$ cat config.mk
export PLATFORM = sky130hd
export DESIGN_NAME = key_matrix_change_scanner
export DESIGN_NICKNAME = d
export VERILOG_FILES = /design/src/sv/kmcs_pkg.sv /design/src/sv/key_matrix_change_scanner.sv /design/src/sv/kmcs_capture.sv /design/src/sv/kmcs_emitter.sv
export SDC_FILE = /design/constraint.sdc
export NUM_CORES = 1
export LEC_CHECK = 0
export ABC_AREA = 0
export CORE_MARGIN = 3
export CORE_UTILIZATION = 35
export CTS_CLUSTER_DIAMETER = 80
export DETAILED_ROUTE_END_ITERATION = 12
export DONT_BUFFER_PORTS = 1
export PLACE_DENSITY = 0.58
export SETUP_SLACK_MARGIN = 0.5
export SYNTH_ARGS = -nofsm -noshare
export SYNTH_HDL_FRONTEND = slang
export SYNTH_SLANG_ARGS = --single-unit
export TNS_END_PERCENT = 50
$ cat constraint.sdc
create_clock -name clk -period 8.1 [get_ports clk]
set_clock_uncertainty 0.1 [all_clocks]
set_input_delay 2.025 -clock clk [delete_from_list [all_inputs] [get_ports clk]]
set_output_delay 2.025 -clock clk [all_outputs]
set_load 0.02 [all_outputs]
$ cat src/sv/kmcs_pkg.sv
// ----------------------------------------------------------------------------
// Key matrix change scanner package
// Shared types, widths and helper functions for the scanner modules.
// ----------------------------------------------------------------------------
`default_nettype none

package kmcs_pkg;

  localparam int MAX_ROWS = 8;
  localparam int ROW_W    = 3;
  localparam int KCOL_W   = 4;

  typedef logic [MAX_ROWS-1:0] row_bits_t;
  typedef logic [ROW_W-1:0]    row_idx_t;
  typedef logic [KCOL_W-1:0]   key_col_t;

  typedef struct packed {
    row_bits_t mask;
    row_bits_t now;
    key_col_t  col;
  } pend_t;

  function automatic row_idx_t lowest_set(input row_bits_t mask);
    row_idx_t idx;
    idx = '0;
    for (int r = MAX_ROWS - 1; r >= 0; r--) begin
      if (mask[r]) begin
        idx = ROW_W'(r);
      end
    end
    return idx;
  endfunction

  function automatic row_bits_t clear_lowest(input row_bits_t mask);
    return mask & (mask - row_bits_t'(1));
  endfunction

endpackage

`default_nettype wire

$ cat src/sv/key_matrix_change_scanner.sv
// ----------------------------------------------------------------------------
// Key matrix change scanner
// Turns active-low column samples into key press and release items.
// ----------------------------------------------------------------------------
//
//   Channel  Direction  Handshake              Payload
//   in_      input      in_valid / in_ready    row_lines[7:0]
//   out_     output     out_valid / out_ready  key_row, key_column,
//                                              is_pressed, last_event
//
// A column sample is accepted on the input handshake; each changed row then
// yields one output item per cycle while the output is not stalled, a rate
// set by the one-event-per-cycle emitter.
// The next sample is accepted in the cycle the final event is registered.
// Reset clears all column states to released and restarts at column 0.
// A stalled output holds its item and the emitter waits.
// ----------------------------------------------------------------------------
`default_nettype none

module key_matrix_change_scanner import kmcs_pkg::*; #(
  parameter int COLUMNS = 16,
  parameter int ROWS    = 8
) (
  input  wire logic       clk,
  input  wire logic       rst_n,
  input  wire logic       in_valid,
  output logic            in_ready,
  input  wire logic [7:0] in_row_lines,
  output logic            out_valid,
  input  wire logic       out_ready,
  output logic [2:0]      out_key_row,
  output logic [3:0]      out_key_column,
  output logic            out_is_pressed,
  output logic            out_last_event
);

  pend_t pend;
  logic  take;

  kmcs_capture #(
    .COLUMNS(COLUMNS),
    .ROWS   (ROWS)
  ) u_capture (
    .clk         (clk),
    .rst_n       (rst_n),
    .in_valid    (in_valid),
    .in_ready    (in_ready),
    .in_row_lines(in_row_lines),
    .take        (take),
    .pend        (pend)
  );

  kmcs_emitter u_emitter (
    .clk           (clk),
    .rst_n         (rst_n),
    .pend          (pend),
    .take          (take),
    .out_valid     (out_valid),
    .out_ready     (out_ready),
    .out_key_row   (out_key_row),
    .out_key_column(out_key_column),
    .out_is_pressed(out_is_pressed),
    .out_last_event(out_last_event)
  );

  a_no_accept_while_busy: assert property (@(posedge clk) disable iff (!rst_n)
    ($countones(pend.mask) > 1) |-> !in_ready)
    else $error("sample accepted while several events are pending");

  a_more_after_nonlast: assert property (@(posedge clk) disable iff (!rst_n)
    (out_valid && !out_last_event) |-> (pend.mask != '0))
    else $error("non-final event shown with nothing left pending");

  a_take_needs_pending: assert property (@(posedge clk) disable iff (!rst_n)
    take |-> (pend.mask != '0))
    else $error("emitter took an event with no pending change");

  a_take_makes_valid: assert property (@(posedge clk) disable iff (!rst_n)
    take |=> out_valid)
    else $error("taken event did not appear on the output");

endmodule

`default_nettype wire

$ cat src/sv/kmcs_capture.sv
// ----------------------------------------------------------------------------
// Key matrix column capture
// Compares a column sample with the stored column state, updates the state,
// advances the scan column and holds the changed rows for the emitter.
// ----------------------------------------------------------------------------
`default_nettype none

module kmcs_capture import kmcs_pkg::*; #(
  parameter int COLUMNS = 16,
  parameter int ROWS    = 8
) (
  input  wire logic       clk,
  input  wire logic       rst_n,
  input  wire logic       in_valid,
  output logic            in_ready,
  input  wire logic [7:0] in_row_lines,
  input  wire logic       take,
  output pend_t           pend
);

  localparam int COL_W = (COLUMNS > 1) ? $clog2(COLUMNS) : 1;
  localparam row_bits_t ROW_KEEP = row_bits_t'((16'd1 << ROWS) - 16'd1);

  logic [COL_W-1:0] col_r, col_nxt;
  row_bits_t        prev_r [COLUMNS];
  pend_t            pend_r, pend_nxt;
  row_bits_t        now_w;
  logic             accept;
  logic             single;

  assign now_w    = ~in_row_lines & ROW_KEEP;
  assign single   = (pend_r.mask != '0) && (clear_lowest(pend_r.mask) == '0);
  assign in_ready = (pend_r.mask == '0) || (take && single);
  assign accept   = in_valid && in_ready;
  assign pend     = pend_r;

  always_comb begin
    col_nxt = col_r;
    if (accept) begin
      if (col_r == COL_W'(COLUMNS - 1)) begin
        col_nxt = '0;
      end else begin
        col_nxt = col_r + COL_W'(1);
      end
    end
  end

  always_comb begin
    pend_nxt = pend_r;
    if (accept) begin
      pend_nxt.mask = now_w ^ prev_r[col_r];
      pend_nxt.now  = now_w;
      pend_nxt.col  = key_col_t'(col_r);
    end else if (take) begin
      pend_nxt.mask = clear_lowest(pend_r.mask);
    end
  end

  always_ff @(posedge clk) begin
    if (!rst_n) begin
      col_r  <= '0;
      pend_r <= '0;
      for (int c = 0; c < COLUMNS; c++) begin
        prev_r[c] <= '0;
      end
    end else begin
      col_r  <= col_nxt;
      pend_r <= pend_nxt;
      if (accept) begin
        prev_r[col_r] <= now_w;
      end
    end
  end

endmodule

`default_nettype wire

$ cat src/sv/kmcs_emitter.sv
// ----------------------------------------------------------------------------
// Key matrix event emitter
// Picks the lowest pending changed row each cycle and registers it as one key
// event whenever the output is empty or being taken, holding it until taken.
// ----------------------------------------------------------------------------
`default_nettype none

module kmcs_emitter import kmcs_pkg::*; (
  input  wire logic   clk,
  input  wire logic   rst_n,
  input  wire pend_t  pend,
  output logic        take,
  output logic        out_valid,
  input  wire logic   out_ready,
  output row_idx_t    out_key_row,
  output key_col_t    out_key_column,
  output logic        out_is_pressed,
  output logic        out_last_event
);

  logic     valid_r, valid_nxt;
  row_idx_t row_r;
  key_col_t col_r;
  logic     pressed_r;
  logic     last_r;
  row_idx_t pick;

  assign pick = lowest_set(pend.mask);
  assign take = (pend.mask != '0) && (!valid_r || out_ready);

  always_comb begin
    valid_nxt = valid_r;
    if (take) begin
      valid_nxt = 1'b1;
    end else if (out_ready) begin
      valid_nxt = 1'b0;
    end
  end

  always_ff @(posedge clk) begin
    if (!rst_n) begin
      valid_r <= 1'b0;
    end else begin
      valid_r <= valid_nxt;
    end
  end

  always_ff @(posedge clk) begin
    if (take) begin
      row_r     <= pick;
      col_r     <= pend.col;
      pressed_r <= pend.now[pick];
      last_r    <= (clear_lowest(pend.mask) == '0);
    end
  end

  assign out_valid      = valid_r;
  assign out_key_row    = row_r;
  assign out_key_column = col_r;
  assign out_is_pressed = pressed_r;
  assign out_last_event = last_r;

endmodule

`default_nettype wire

### Word level (Yosys, flattened, before mapping)

Memory sizes are Yosys's and may differ from the RTL's. A register that Yosys moved wholly into a read port is not among the register bits.
Index checks and enable logic that the tools add are counted.

* bits in registers: 34
* RAM bits: 128
* logic and storage cells: 54
* memories: 1

* reduce and logical (&&, ||, !) cells: 13
* equal/unequal tests: 1
* order comparisons: 1
* bitwise logic cells: 3
* multiplexer cells: 24
* add/subtract/negate cells: 2

Memories
* u_capture.prev_r: depth 16, width 8, rd ports 1, clocked after Yosys merged registers in 1, write ports 16, RTL line kmcs_capture.sv:25 `row_bits_t prev_r [COLUMNS];`

Operators with widths (count)
* 2-to-1 mux 3 bit: 8
* 2-to-1 mux 8 bit: 3
* logical NOT 8 bit: 2
* 2-to-1 mux 4 bit: 4
* bitwise AND 8 bit: 1
* 2-to-1 mux 1 bit: 8
* inverter 8 bit: 1
* nonzero test 8 bit: 1
* OR reduction 8 bit: 1
* subtractor 8 x 1 -> 8 bit (second input constant): 1
* bitwise XOR 8 bit: 1
* adder 4 x 1 -> 4 bit (second input constant): 1
* equality test 4 bit (second input constant): 1
* logical AND 1 bit: 4
* less-than comparator 3 x 4 -> 1 bit (second input constant): 1
* nonzero test 2 bit: 2
* binary-select mux 1 bit (select 3 bit): 1
* logical OR 1 bit: 2
* logical NOT 1 bit: 1

### Longest topological paths before layout

* depth after elaboration: 12
* gate-level depth with buffers: 8

### Cells and area by module

A second synthesis with hierarchy kept.

* cells, all modules: 646
* area, all modules: 7771.2 µm²

By module, submodules not included
* kmcs_capture: sequential area each 4404.2 µm², instances 1, area an instance 7221.9 µm², cells an instance 601
* kmcs_emitter: sequential area each 290.3 µm², instances 1, area an instance 549.3 µm², cells an instance 45

### Least setup slack after synthesis

No wires, ideal clock.

* kind: input -> output
* start: input out_ready
* end: output in_ready
* slack: 3.319 ns
* data arrival time: 2.656 ns
* data required time: 5.975 ns
* cell stages on the path: 3
* path buffers: 0
* cells stage by stage: nand2b_1 > nand2_1 > o22ai_1

* cells in the longest elaborated chain, start to end: 4

RTL lines
* from (decl): RTL line key_matrix_change_scanner.sv:30 `input wire logic out_ready,`
* logical OR 1 bit: RTL line kmcs_emitter.sv:29 `assign take = (pend.mask != '0) && (!valid_r || out_ready);`
* logical AND 1 bit: RTL line kmcs_emitter.sv:29
* logical AND 1 bit: RTL line kmcs_capture.sv:33 `assign in_ready = (pend_r.mask == '0) || (take && single);`
* logical OR 1 bit: RTL line kmcs_capture.sv:33
* to (decl): RTL line key_matrix_change_scanner.sv:27 `output logic in_ready,`

No other way between the ends.

### Final worst setup path

Ends and elaborated chain as after synthesis.

==> results.yml <==
floorplanning:
  ios: 23
  fp.dieW_um: 158
  fp.coreArea_um2: 22200
  initial_core_util: 0.362
  die_h_um: 158
  die_area_um2: 24800
  fp-row-count: 54
timing:
  rsz0062_at_grt: "no"
  min_period_ns: 4.88
  finalCritPeriodShare: 0.602
  whs_ns: 0.333
  slew_headroom: 0.128
  setup_viol_count_final: 0
  max_freq_ghz: 0.205
  hold_viol: 0
  finalMaxSlewViolations: 0
  finalSetupTns_ns: 0
  worst-slew-pin-transition_ns: 1.29
drt:
  route.met3.wl_um: 678
  remaining_drc_errors: 0
  vias_per_cell: 5.55
  drtAntennaViolNets: 0
  initialDrtViolationCount: 355
  wl_per_cell_um: 22.5
  vias: 4593
  met1_length_um: 8060
  wl_met2_um: 9380
  highest_layer: "met4"
  drt_first_pass_iters: 4
  routed_wl_um: 18600
global_routing:
  grt_max_degree: 38
  grt_pass1_wl_um: 28700
  antenna_found_initial: 0
  grt_usage: 0.157
  grt_pass1_vias: 4707
  grt.overflow.total: 0
final_layout:
  final_cell_mix: "edfxtp_1, nor3_2, nor2_1, mux4_2, dfxtp_1"
  finalNetCount: 551
  drive_gt1_frac: 0.307
  fill_cells: 2038
  layout.cells.non_filler: 828
  multiInputGateArea_um2: 3020
  num_antenna_cells: 0
  syn2layout_area_growth_pct: 8.83
  layout_commonest_cell: "edfxtp_1"
  final_area_um2: 8760
  regArea_um2: 4700
synthesis:
  synthXorXnorAreaFrac: 0.00980
  synth_cell_types: 47
  syn_area_um2: 8050
  synth.avg_cell_area_um2: 14.2
  syn_inst: 567
  ys_warn_count: 0
  synth_fa_ha_area_frac: 0.00871
  synth_top_family_by_area: "simple AND/OR/NAND/NOR gates"
  ys.flop_type: "edfxtp_1"
  synth_compound_area_frac: 0.0515
  seq_area_frac_synth: 0.583
  async_flop_share: 0
  synth-simple-area-share: 0.182
  synth_nets: 583
  synth-seq-cells: 166
  synthMuxAreaShare: 0.122
  synth_edf_count: 137
clocking:
  cts_tree: "built"
  post_cts_buffers: 0
  clkTransAtPathRegs_ns: 0.06
  numCtsBuffers: 17
  clk_latency_ns: 0.43
  cts_buffer_depth: 2
  cts_hold_buf: 0
  cts_max_level: 4
  cts.sinks: 166
  cts_root_buf: "clkbuf_16"
  cts_resized: 0
placement:
  post-dp-hpwl_um: 12000
  gp_congestion: 0.786
  dp.cells: 796
  placed_cell_area_um2: 8120
  io_buffers: 0
min_path:
  hold_class: "reg -> reg"
  hold_end: "u_emitter.out_key_column[3]"
  min-delay-start: "u_capture.pend[3]"
  hold_depth: 0
pwr:
  ir_drop_mv: 0.151
  cellLeakagePower_nw: 2.70
  power_density_nw_per_um2: 311
setup_path:
  reg2reg_from: "u_capture.pend[12]"
  cp-end-kind: "primary output"
  slowest_stage: "o22ai_1"
  worstSetupStartpointType: "primary input"
  arrival_ns: 2.75
  rr_endpoint: "u_capture.prev_r[6][0]"
  worstPathCellList: "nand2b_1 > nand2_1 > o22ai_1"
  regToRegSetupSlack_ns: 4.80
  max_stage_delay_ns: 0.42
  cp_max_fo: 6
  cp.required_ns: 5.98
  r2r_cells: 6
  criticalPathCategory: "in -> out"
outcome:
  status: "finished, final reports clean"
job:
  maxCapViolCount: 0
[synth_stat cells, types with 5 or more instances]
master	n	area [um^2]
mux4_2	32	721
nor2b_1	6	37.5
xor2_1	5	43.8
mux2i_1	24	240
nand2b_1	5	31.3
buf_2	7	35.0
a21oi_1	12	60.1
buf_6	12	135
nor3_2	88	881
nor3_1	10	50.1
inv_1	6	22.5
edfxtp_1	137	4110
nand2_1	17	63.8
o21ai_0	22	110
a211oi_1	12	90.1
clkbuf_1	30	113
or3_1	9	56.3
nor2_1	53	199
dfxtp_1	29	581
[power breakdown]
group / total [W] / leakage, nW / switching [W] / internal, W
clock: 0.000872 / 0.294 / 0.000326 / 0.000545
sequential: 0.00117 / 1.66 / 0.000106 / 0.00106
combinational: 0.000677 / 0.751 / 0.000404 / 0.000273
total: 0.00272 / 2.70 / 0.000836 / 0.00188
[sequential cells by signal (all words and copies together) (netlist names), named ones only]
name,cells
u_capture.col_r,4
u_capture.pend,20
u_capture.prev_r,128
u_emitter.out_is_pressed,1
u_emitter.out_key_column,4
u_emitter.out_key_row,3
u_emitter.out_last_event,1
u_emitter.out_valid,1
[kinds of logic after synthesis]
logic type / after synthesis
compound gates: 64
xor+xnor: 9
fa+ha+maj: 6
buf+inv: 61
flops: 166
mux: 58
simple gates: 203
[cell type report]
cell class                      count  area share
Timing Repair Buffer                4     0.00343
Inverter                            6     0.00257
Tap cell                          280      0.0400
Clock buffer                       19      0.0494
Sequential cell                   166       0.536
Multi-Input combinational cell    340       0.345
Clock inverter                     13      0.0234
[through the flow]
stage	power, W	setup slack (ns)	util
after floorplan	0.00174	3.32	-
after global placement	0.00185	3.26	0.365
after detailed placement	0.00187	3.22	0.365
after CTS	0.00274	3.22	0.394
after global routing	0.00284	3.13	0.394
final	0.00272	3.22	0.394
[critical path: cells and delay by family]
family / cells / cell delay (ns)
AOI/OAI and AO/OA: 1 / 0.42
and+or+nand+nor: 2 / 0.31
[worst max-delay path by stage]
stage | start | cells after the start | slack [ns] | endpoint
final | out_ready | 3 | 3.22 | in_ready
after global routing | out_ready | 3 | 3.13 | in_ready
after CTS | out_ready | 3 | 3.22 | in_ready
after detailed placement | out_ready | 3 | 3.22 | in_ready
after global placement | out_ready | 3 | 3.26 | in_ready
after floorplan | out_ready | 3 | 3.32 | in_ready
[per-layer routing]
layer,global-route usage,vias up
li1,-,2087
met1,0.203,2371
met2,0.261,105
met3,0.0303,30
met4,0.0599,0
met5,0,-
Note: power is estimated with default switching activity, not from simulation.
